===== src/hdl/djs_pkg.sv =====
// shared types and constants for the deadline job scheduler
package djs_pkg;

  localparam int MAX_JOBS_DEF    = 64;
  localparam int PROFIT_BITS_DEF = 16;
  localparam int PROFIT_W        = 16;
  localparam int DEADLINE_W      = 7;
  localparam int JOB_NUM_W       = 7;

  typedef struct packed {
    logic [PROFIT_W-1:0]   profit;
    logic [DEADLINE_W-1:0] deadline;
    logic                  last_job;
  } job_t;

  typedef struct packed {
    logic [JOB_NUM_W-1:0] job_number;
    logic                 empty_schedule;
    logic                 last_result;
  } result_t;

  typedef enum logic [2:0] {
    ST_LOAD,
    ST_PASS,
    ST_SCAN,
    ST_PICK,
    ST_SEARCH,
    ST_EMIT_RD,
    ST_EMIT_LD,
    ST_EMIT_WAIT
  } djs_state_t;

  typedef struct packed {
    logic load;
    logic pass_init;
    logic pass_start;
    logic scan_step;
    logic pick;
    logic search_step;
    logic emit_rd;
    logic emit_ld;
    logic clear_count;
  } djs_cmd_t;

  typedef struct packed {
    logic all_passes;
    logic scan_end;
    logic search_done;
    logic out_last;
  } djs_status_t;

endpackage


===== src/hdl/djs_ctrl.sv =====
// sequencing state machine: load, selection passes, slot search, result emit
module djs_ctrl (
  input  logic                clk,
  input  logic                rst,
  input  logic                job_valid,
  input  logic                job_last,
  input  logic                result_valid,
  input  logic                result_ready,
  input  djs_pkg::djs_status_t status,
  output logic                job_ready,
  output djs_pkg::djs_cmd_t   cmd
);
  import djs_pkg::*;

  djs_state_t state, state_next;

  // state register
  always_ff @(posedge clk) begin
    if (rst) state <= ST_LOAD;
    else     state <= state_next;
  end

  // next state
  always_comb begin
    state_next = state;
    unique case (state)
      ST_LOAD:      if (job_valid && job_last) state_next = ST_PASS;
      ST_PASS:      state_next = status.all_passes ? ST_EMIT_RD : ST_SCAN;
      ST_SCAN:      if (status.scan_end) state_next = ST_PICK;
      ST_PICK:      state_next = ST_SEARCH;
      ST_SEARCH:    if (status.search_done) state_next = ST_PASS;
      ST_EMIT_RD:   state_next = ST_EMIT_LD;
      ST_EMIT_LD:   state_next = ST_EMIT_WAIT;
      ST_EMIT_WAIT: begin
        if (result_valid && result_ready)
          state_next = status.out_last ? ST_LOAD : ST_EMIT_RD;
      end
      default:      state_next = ST_LOAD;
    endcase
  end

  // outputs
  always_comb begin
    cmd       = '0;
    job_ready = 1'b0;
    unique case (state)
      ST_LOAD: begin
        job_ready     = 1'b1;
        cmd.load      = job_valid;
        cmd.pass_init = job_valid && job_last;
      end
      ST_PASS:      cmd.pass_start  = !status.all_passes;
      ST_SCAN:      cmd.scan_step   = 1'b1;
      ST_PICK:      cmd.pick        = 1'b1;
      ST_SEARCH:    cmd.search_step = 1'b1;
      ST_EMIT_RD:   cmd.emit_rd     = 1'b1;
      ST_EMIT_LD:   cmd.emit_ld     = 1'b1;
      ST_EMIT_WAIT: cmd.clear_count = result_valid && result_ready && status.out_last;
      default:      cmd = '0;
    endcase
  end

endmodule


===== src/hdl/djs_dp.sv =====
// job stores, max-profit selection, slot search and result buffer
module djs_dp #(
  parameter int MAX_JOBS    = djs_pkg::MAX_JOBS_DEF,
  parameter int PROFIT_BITS = djs_pkg::PROFIT_BITS_DEF
) (
  input  logic                 clk,
  input  logic                 rst,
  input  djs_pkg::job_t        job,
  input  djs_pkg::djs_cmd_t    cmd,
  input  logic                 result_ready,
  output djs_pkg::result_t     result,
  output logic                 result_valid,
  output djs_pkg::djs_status_t status
);
  import djs_pkg::*;

  localparam int CW = $clog2(MAX_JOBS + 1);
  localparam int IW = (MAX_JOBS > 1) ? $clog2(MAX_JOBS) : 1;
  localparam int SW = (PROFIT_BITS < PROFIT_W) ? PROFIT_BITS : PROFIT_W;

  logic [SW-1:0]       mem_profit [MAX_JOBS];
  logic [CW-1:0]       mem_dl     [MAX_JOBS];
  logic [IW-1:0]       res_mem    [MAX_JOBS];

  logic [CW-1:0]       job_count;
  logic [SW-1:0]       rd_profit;
  logic [CW-1:0]       rd_dl;
  logic [CW-1:0]       scan_idx;
  logic                cmp_vld;
  logic [IW-1:0]       cmp_idx;
  logic [MAX_JOBS-1:0] done;
  logic                best_found;
  logic [SW-1:0]       best_profit;
  logic [IW-1:0]       best_idx;
  logic [CW-1:0]       best_dl;
  logic [CW-1:0]       pass_cnt;
  logic [CW-1:0]       slot;
  logic [MAX_JOBS:0]   used;
  logic [CW-1:0]       res_cnt;
  logic [CW-1:0]       emit_idx;
  logic [IW-1:0]       res_rd;

  logic [CW-1:0]       dl_sat;
  logic                scan_go;
  logic                slot_free;

  // deadline saturation
  always_comb begin
    if (job.deadline > DEADLINE_W'(MAX_JOBS)) dl_sat = CW'(MAX_JOBS);
    else                                      dl_sat = CW'(job.deadline);
  end

  assign scan_go   = cmd.scan_step && (scan_idx != job_count);
  assign slot_free = (slot != '0) && !used[slot];

  assign status.all_passes  = (pass_cnt == job_count);
  assign status.scan_end    = (scan_idx == job_count) && !cmp_vld;
  assign status.search_done = (slot == '0) || !used[slot];
  assign status.out_last    = result.last_result;

  // job stores
  always_ff @(posedge clk) begin
    if (cmd.load && (job_count < CW'(MAX_JOBS))) begin
      mem_profit[job_count[IW-1:0]] <= job.profit[SW-1:0];
      mem_dl[job_count[IW-1:0]]     <= dl_sat;
    end
    if (scan_go) begin
      rd_profit <= mem_profit[scan_idx[IW-1:0]];
      rd_dl     <= mem_dl[scan_idx[IW-1:0]];
    end
  end

  // job count
  always_ff @(posedge clk) begin
    if (rst || cmd.clear_count)
      job_count <= '0;
    else if (cmd.load && (job_count < CW'(MAX_JOBS)))
      job_count <= job_count + CW'(1);
  end

  // selection scan: highest profit not yet taken, earliest on ties
  always_ff @(posedge clk) begin
    if (rst) begin
      cmp_vld <= 1'b0;
    end else if (cmd.pass_start) begin
      scan_idx   <= '0;
      cmp_vld    <= 1'b0;
      best_found <= 1'b0;
    end else begin
      cmp_vld <= scan_go;
      if (scan_go) begin
        scan_idx <= scan_idx + CW'(1);
        cmp_idx  <= scan_idx[IW-1:0];
      end
      if (cmp_vld && !done[cmp_idx] && (!best_found || rd_profit > best_profit)) begin
        best_found  <= 1'b1;
        best_profit <= rd_profit;
        best_idx    <= cmp_idx;
        best_dl     <= rd_dl;
      end
    end
  end

  // pass bookkeeping and slot search
  always_ff @(posedge clk) begin
    if (cmd.pass_init) begin
      pass_cnt <= '0;
      done     <= '0;
      used     <= '0;
      res_cnt  <= '0;
    end else if (cmd.pick) begin
      done[best_idx] <= 1'b1;
      slot           <= best_dl;
    end else if (cmd.search_step) begin
      if (status.search_done) pass_cnt <= pass_cnt + CW'(1);
      if (slot_free) begin
        used[slot] <= 1'b1;
        res_cnt    <= res_cnt + CW'(1);
      end else if (slot != '0) begin
        slot <= slot - CW'(1);
      end
    end
  end

  // result buffer
  always_ff @(posedge clk) begin
    if (cmd.search_step && slot_free) res_mem[res_cnt[IW-1:0]] <= best_idx;
    if (cmd.emit_rd) res_rd <= res_mem[emit_idx[IW-1:0]];
  end

  // output register
  always_ff @(posedge clk) begin
    if (rst) begin
      result_valid <= 1'b0;
    end else if (cmd.emit_ld) begin
      result_valid <= 1'b1;
    end else if (result_valid && result_ready) begin
      result_valid <= 1'b0;
    end
  end

  always_ff @(posedge clk) begin
    if (cmd.pass_init) begin
      emit_idx <= '0;
    end else if (cmd.emit_ld) begin
      if (res_cnt == '0) begin
        result.job_number     <= '0;
        result.empty_schedule <= 1'b1;
        result.last_result    <= 1'b1;
      end else begin
        result.job_number     <= JOB_NUM_W'(res_rd) + JOB_NUM_W'(1);
        result.empty_schedule <= 1'b0;
        result.last_result    <= (emit_idx + CW'(1) == res_cnt);
      end
    end else if (result_valid && result_ready) begin
      emit_idx <= emit_idx + CW'(1);
    end
  end

endmodule


===== src/hdl/deadline_job_scheduler.sv =====
// job sequencing with deadlines: loads jobs, then emits the scheduled job numbers
// jobs load one per cycle; after the last job each of n selection passes
// scans the profit store, then walks down the slot map from the chosen job's deadline;
// each result is then read from the buffer, registered and held until taken;
// the single-port profit store read per cycle sets the scan length
// reset (rst, synchronous): empties the job set and returns to loading
module deadline_job_scheduler #(
  parameter int MAX_JOBS    = djs_pkg::MAX_JOBS_DEF,
  parameter int PROFIT_BITS = djs_pkg::PROFIT_BITS_DEF
) (
  input  logic             clk,
  input  logic             rst,
  input  logic             job_valid,
  output logic             job_ready,
  input  djs_pkg::job_t    job,
  output logic             result_valid,
  input  logic             result_ready,
  output djs_pkg::result_t result
);
  import djs_pkg::*;

  djs_cmd_t    cmd;
  djs_status_t status;

  // controller
  djs_ctrl u_ctrl (
    .clk          (clk),
    .rst          (rst),
    .job_valid    (job_valid),
    .job_last     (job.last_job),
    .result_valid (result_valid),
    .result_ready (result_ready),
    .status       (status),
    .job_ready    (job_ready),
    .cmd          (cmd)
  );

  // datapath
  djs_dp #(
    .MAX_JOBS    (MAX_JOBS),
    .PROFIT_BITS (PROFIT_BITS)
  ) u_dp (
    .clk          (clk),
    .rst          (rst),
    .job          (job),
    .cmd          (cmd),
    .result_ready (result_ready),
    .result       (result),
    .result_valid (result_valid),
    .status       (status)
  );

endmodule


===== config.mk =====
export PLATFORM = sky130hd
export DESIGN_NAME = deadline_job_scheduler
export DESIGN_NICKNAME = d
export VERILOG_FILES = /design/src/hdl/djs_pkg.sv /design/src/hdl/djs_ctrl.sv /design/src/hdl/djs_dp.sv /design/src/hdl/deadline_job_scheduler.sv
export SDC_FILE = /design/constraint.sdc
export NUM_CORES = 2
export LEC_CHECK = 0
export ABC_AREA = 1
export BUFFER_PORTS_ARGS = -buffer_cell sky130_fd_sc_hd__buf_2
export CORE_MARGIN = 2
export CORE_UTILIZATION = 45
export DETAILED_ROUTE_END_ITERATION = 10
export GPL_TIMING_DRIVEN = 0
export SKIP_LAST_GASP = 1
export SLEW_MARGIN = 10
export SYNTH_ARGS = -nofsm -noshare
export SYNTH_HDL_FRONTEND = slang
export SYNTH_SLANG_ARGS = --single-unit

===== constraint.sdc =====
create_clock -name clk -period 4.25 [get_ports clk]
set_input_delay 0 -clock clk [delete_from_list [all_inputs] [get_ports clk]]
set_output_delay 0 -clock clk [all_outputs]
set_load 0.01 [all_outputs]

# Word level (Yosys, flattened, before mapping)
# Memory sizes are Yosys's and may differ from the RTL's. A register that Yosys moved wholly into a read port is not among the register bits.
# Cells that the tools add are included.
[totals] ff_bits=221 inputBits=28 out_inout_bits=11 mem_count=3 ram_bits=1856
[op_classes] bitwise_logic=7 eq_ne=16 n_lt_le_gt_ge=8 muxes=38 n_reduce_logical=40 addsub=7
[memory_table] memory="u_dp.mem_profit" words=64 width=16 rd=1 rd_ports_with_merged_regs=1 wr=1 line_no="djs_dp.sv:21" text="logic [SW-1:0] mem_profit [MAX_JOBS];"
[memory_table] memory="u_dp.mem_dl" words=64 width=7 rd=1 rd_ports_with_merged_regs=1 wr=1 line_no="djs_dp.sv:22" text="logic [CW-1:0] mem_dl [MAX_JOBS];"
[memory_table] memory="u_dp.res_mem" words=64 width=6 rd=1 rd_ports_with_merged_regs=1 wr=1 line_no="djs_dp.sv:23" text="logic [IW-1:0] res_mem [MAX_JOBS];"
[op_table] operator="$or A65 B65 Y65" n=1
[op_table] operator="$or A64 B64 Y64" n=1
[op_table] operator="$mux W7" n=6
[op_table] operator="$add A7 B1 Y7 const B" n=5
[op_table] operator="$pmux W3 S8" n=1
[op_table] operator="$eq A7 B7 Y1" n=3
[op_table] operator="$mux W1" n=19
[op_table] operator="$mux W3" n=6
[op_table] operator="$gt A16 B16 Y1" n=1
[op_table] operator="$logic_not A7 Y1" n=2
[op_table] operator="$lt A6 B7 Y1 const B" n=2
[op_table] operator="$eq A3 B3 Y1 const B" n=4
[op_table] operator="$logic_and A1 B1 Y1" n=12
[op_table] operator="$reduce_and A3 Y1" n=4
[op_table] operator="$reduce_bool A2 Y1" n=5
[op_table] operator="$lt A7 B8 Y1 const B" n=1
[op_table] operator="$reduce_and A2 Y1" n=4
[op_table] operator="$reduce_and A4 Y1" n=2
[op_table] operator="$add A6 B1 Y7 const B" n=1
[op_table] operator="$bmux W1 S7" n=1
[op_table] operator="$demux W1 S7" n=1
[op_table] operator="$ge A7 B1 Y1 const B" n=1
[op_table] operator="$gt A7 B7 Y1 const B" n=1
[op_table] operator="$lt A7 B7 Y1 const B" n=1
[op_table] operator="other kinds (16)" n=31

# Depth between registers and ports, before layout
[logic_depth] depth_word=7 mapped_depth=17

# By module
# A second synthesis with hierarchy kept.
[hier_totals] hier_cells=6808 hier_area_um2=83974.3
[by_module_without_submodules] module="djs_dp" area_each_um2=83660.2 cells_per_inst=6750 instances=1
[by_module_without_submodules] module="djs_ctrl" area_each_um2=314.1 cells_per_inst=58 instances=1

# Worst setup path after synthesis
# OpenSTA, ideal clock, no wires.
[synth_path] path_kind="reg-to-reg" start="register u_ctrl.state[0]" end="memory u_dp.mem_dl[39][0] (netlist bit), enable pin" n_path_buf=0 setup_ps=432 path_slack_ps=598 synth_period_minus_slack_ps=3652 path_stages_with_launch=12 arrival_ps=3220 path_cell_list="dfxtp_1 > nor2_1 > inv_1 > nor2_1 > inv_1 > nor3_1 > inv_1 > nor2_1 > inv_1 > nor2_1 > nand2_1 > nor3_1"
[synth_via] elab_chain_len=5
[synth_lines] element="start, declared" line_no="djs_ctrl.sv:15" text="djs_state_t state, state_next;"
[synth_lines] element="start signal, assigned" line_no="djs_ctrl.sv:20" text="else state <= state_next;"
[synth_lines] element="$logic_not A3 Y1" line_no="djs_ctrl.sv:46" text="unique case (state)"
[synth_lines] element="$mux W2" line_no="djs_ctrl.sv:46"
[synth_lines] element="$logic_and A1 B1 Y1" line_no="djs_dp.sv:63" text="if (cmd.load && (job_count < CW'(MAX_JOBS))) begin"
[synth_lines] element="$mux W1" line_no="djs_dp.sv:63"
[synth_lines] element="$mux W1 (not written as such)" line_no="djs_dp.sv:65" text="mem_dl[job_count[IW-1:0]] <= dl_sat;"
[synth_lines] element="end, declared" line_no="djs_dp.sv:22"
# Every way passes these cells.

# Worst setup path in the final report
[layout_path] start="register u_dp.scan_idx[0]" end="register u_dp.rd_dl[0], read port of u_dp.mem_dl (data pin)"
[layout_via] elab_chain_len=2
[layout_lines] element="start, declared" line_no="djs_dp.sv:28" text="logic [CW-1:0] scan_idx;"
[layout_lines] element="start signal, assigned" line_no="djs_dp.sv:92" text="scan_idx <= scan_idx + CW'(1);"
[layout_lines] element="$ne A7 B7 Y1" line_no="djs_dp.sv:53" text="assign scan_go = cmd.scan_step && (scan_idx != job_count);"
[layout_lines] element="$logic_and A1 B1 Y1" line_no="djs_dp.sv:53"
[layout_lines] element="end, declared" line_no="djs_dp.sv:27" text="logic [CW-1:0] rd_dl;"
# Parallel ways exist; a longest one is shown, timed or not.
# A chain may end at the register's enable or synchronous reset.

==> results_dict.tcl <==
set metrics [dict create \
    worstHoldStart "job[14]" \
    pin_count 39 \
    synth-edff-count 1944 \
    wl_um 306000 \
    drive_gt1_share_pct 8.64 \
    hold_viol 0 \
    grt_max_degree 65 \
    syn_area_um2 83700 \
    final_common_cell "edfxtp_1" \
    timing.rr.start "u_dp.scan_idx[0]" \
    grt_pass1_vias 57067 \
    final_nets 7245 \
    finalSetupTns_ps -2010 \
    die_y_um 435 \
    grt.overflow.total 0 \
    clock_sinks 2106 \
    ant_nets 0 \
    whs_ps 123 \
    cp-endpoint "u_dp.rd_dl[0]" \
    violations "negative setup slack" \
    dpl.hpwl_um 210000 \
    via_per_inst 6.17 \
    ys_ff_latch 2106 \
    cts_buffer_depth 3 \
    slowest_stage "edfxtp_1" \
    power_leakage_nw 31.3 \
    cts_buffers 211 \
    arrival_ps 4940 \
    htreeDepth 4 \
    detail_route.iter0.violations 9495 \
    coreArea_um2 185000 \
    async_reset_ff_share_pct 0 \
    worstMarginPinSlew_ps 1390 \
    setup_ws_ps -258 \
    final_cell_mix "edfxtp_1 (1944), nor2_1 (1213), o21ai_0 (1026)" \
    maxSlewHeadroom_pct 7.57 \
    clk_pin_slew_worst_paths_ps 60 \
    area_growth_pct 16.2 \
    io_buffer_count 37 \
    syn-num-nets 6846 \
    status "complete, but fails checks" \
    max_stage_delay_ps 520 \
    clock_latency_ps 880 \
    r2r_cells 10 \
    timing.fmax_mhz 222 \
    design.die.area_um2 189000 \
    cts_root_buf "clkbuf_16" \
    cts_tree "done" \
    crit_start "u_dp.scan_idx[0]" \
    r2r_end "u_dp.rd_dl[0]" \
    yosysSeqAreaShare_pct 73.6 \
    drcViolationCount 0 \
    path_max_fanout 10 \
    fin_skew_ps 37.6 \
    setup_violations 16 \
    gp_congestion 1.00 \
    final.fill_count 15880 \
    grt_pass1_wl_um 426000 \
    grt_antenna_before_repair 22 \
    fin_crit_sh_pct 106 \
    ys_warn_count 0 \
    synthCells 6794 \
    first_pass_iters 7 \
    synth-main-ff-cell "edfxtp_1" \
    worst_setup_path_start_kind "flop" \
    period_minus_slack_ps 4510 \
    synth.distinct_cells 45 \
    power_density_nw_per_um2 544 \
    grt_usage_pct 31.6 \
    worst-r2r-setup-slack_ps -260 \
    wire_per_inst_um 31.0 \
    endpoint_kind "flop" \
    start_util_pct 45.2 \
    path_cells "clkinv_1 > clkbuf_4 > clkbuf_2 > clkbuf_2 > nor2_1 > o22ai_1 > o211ai_1 > nand4_1 > nand3_1 > nand3_1" \
    slew_violations 0 \
    avgSynthCellArea_um2 12.3 \
    ir_worst_vdd_mv 0.408 \
    maxCapViolations 0 \
    row_count 158 \
    die_x_um 435 \
    min_path_type "in -> reg" \
    via_count 60875 \
    criticalPathCategory "reg -> reg" \
    required_ps 4680 \
]
[registers in the layout, indices dropped and copies added, names as in the netlist, 3 cells and up]
| register | count |
|---|---|
| u_dp.best_profit | 16 |
| u_dp.scan_idx | 7 |
| u_dp.result | 9 |
| u_dp.res_cnt | 7 |
| u_dp.res_rd | 6 |
| u_dp.done | 64 |
| u_dp.rd_profit | 16 |
| u_dp.mem_profit | 1024 |
| u_dp.best_idx | 6 |
| u_dp.mem_dl | 448 |
| u_dp.pass_cnt | 7 |
| u_dp.best_dl | 7 |
| u_dp.rd_dl | 7 |
| u_dp.emit_idx | 7 |
| u_dp.slot | 7 |
| u_dp.job_count | 7 |
| u_ctrl.state | 3 |
| u_dp.res_mem | 384 |
| u_dp.cmp_idx | 6 |
| u_dp.used | 65 |
[cell usage after synthesis, types with 13 or more instances]
cell / count / share of area, %
o22ai_1: 323 / 2.4
o21ai_0: 1026 / 6.1
nand4_1: 58 / 0.43
ha_1: 24 / 0.36
clkbuf_1: 396 / 1.8
nor2_1: 1284 / 5.8
nand2_1: 548 / 2.5
buf_2: 21 / 0.13
xor2_1: 21 / 0.22
nand3_1: 202 / 1.2
o211ai_1: 53 / 0.48
a211oi_1: 13 / 0.12
buf_1: 24 / 0.11
nor3_1: 21 / 0.13
inv_1: 215 / 0.96
o221ai_1: 160 / 1.7
dfxtp_1: 162 / 3.9
a21oi_1: 212 / 1.3
edfxtp_1: 1944 / 70
[cell families (layout without fill, tap and decap cells)]
logic type / after synthesis / after routing / synth area share (%)
AO/OA/AOI/OAI: 1822 / 1822 / 12.4
XOR/XNOR: 30 / 30 / 0.314
adder cells (fa/ha/maj): 24 / 24 / 0.359
buffers and inverters: 673 / 1255 / 3.10
flip-flops: 2106 / 2106 / 73.6
other: 0 / 13 / 0
AND/OR/NAND/NOR: 2139 / 2139 / 10.2
[cell type report]
class / instances / area [um2] / area share (%)
Antenna cell: 13 / 32.5 / 0.0335
Buffer: 448 / 1840 / 1.89
Clock buffer: 267 / 5570 / 5.73
Clock inverter: 129 / 1100 / 1.13
Inverter: 224 / 841 / 0.865
Multi-Input combinational cell: 4015 / 20200 / 20.8
Sequential cell: 2106 / 61600 / 63.4
Tap cell: 2480 / 3100 / 3.19
Timing Repair Buffer: 187 / 2890 / 2.98
[power by group]
group,switching [mW],total (mW),internal [mW]
clock network,8.09,18.2,10.1
logic,8.93,11.4,2.47
registers,0.188,23.2,23.1
total,17.2,52.9,35.7
[routing by layer]
metal  track usage (%)  part of all wire (%)  vias up
met5                 0                 0.048        -
met4              15.6                   5.5       18
met3              9.56                    13      789
met2              47.5                    44     4134
met1              41.8                    37    30130
li1                  -                     -    25804
[how the worst min path moves through the flow]
stage	to	slack [ps]	depth (start not counted)
after floorplan	u_dp.mem_profit[0][0]	100	0
after global placement	u_dp.result_valid	270	4
after detailed placement	u_dp.mem_profit[62][14]	250	1
after CTS	u_dp.mem_profit[57][13]	30	1
after global routing	u_dp.mem_profit[44][6]	120	2
final	u_dp.mem_profit[47][6]	120	2
[critical path, delay by kind of cell, from the launching register on]
family / cells / cell delay (ps)
AOI/OAI and AO/OA: 2 / 580
buffers and inverters: 4 / 1540
DFF: 1 / 520
and+or+nand+nor: 4 / 1390
[timing repair]
| action | 4_1_cts | 5_1_grt |
|---|---|---|
| gates resized for setup | 64 | 34 |
| hold buffers | 32 | 1 |
| hold endpoints to repair | 1225 | 64 |
| pin swaps | 1 | 2 |
| buffers inserted | 0 | 3 |
| setup endpoints to repair | 23 | 62 |
[per-stage QoR]
step | worst slack [ps] | utilization (%) | instances | instance area, um2 | power [mW]
after floorplan | 598 | - | 6794 | 83700 | 28.9
final | -258 | 52.5 | 9869 | 97200 | 52.9
after global routing | -3.07 | 52.5 | 9857 | 97200 | 54.1
after detailed placement | -1120 | 48.6 | 9425 | 89900 | 34.4
after global placement | -2180 | 47.0 | 9311 | 87000 | 34.1
after CTS | -18.6 | 52.5 | 9853 | 97100 | 52.4
(Power assumes the default switching activity.)
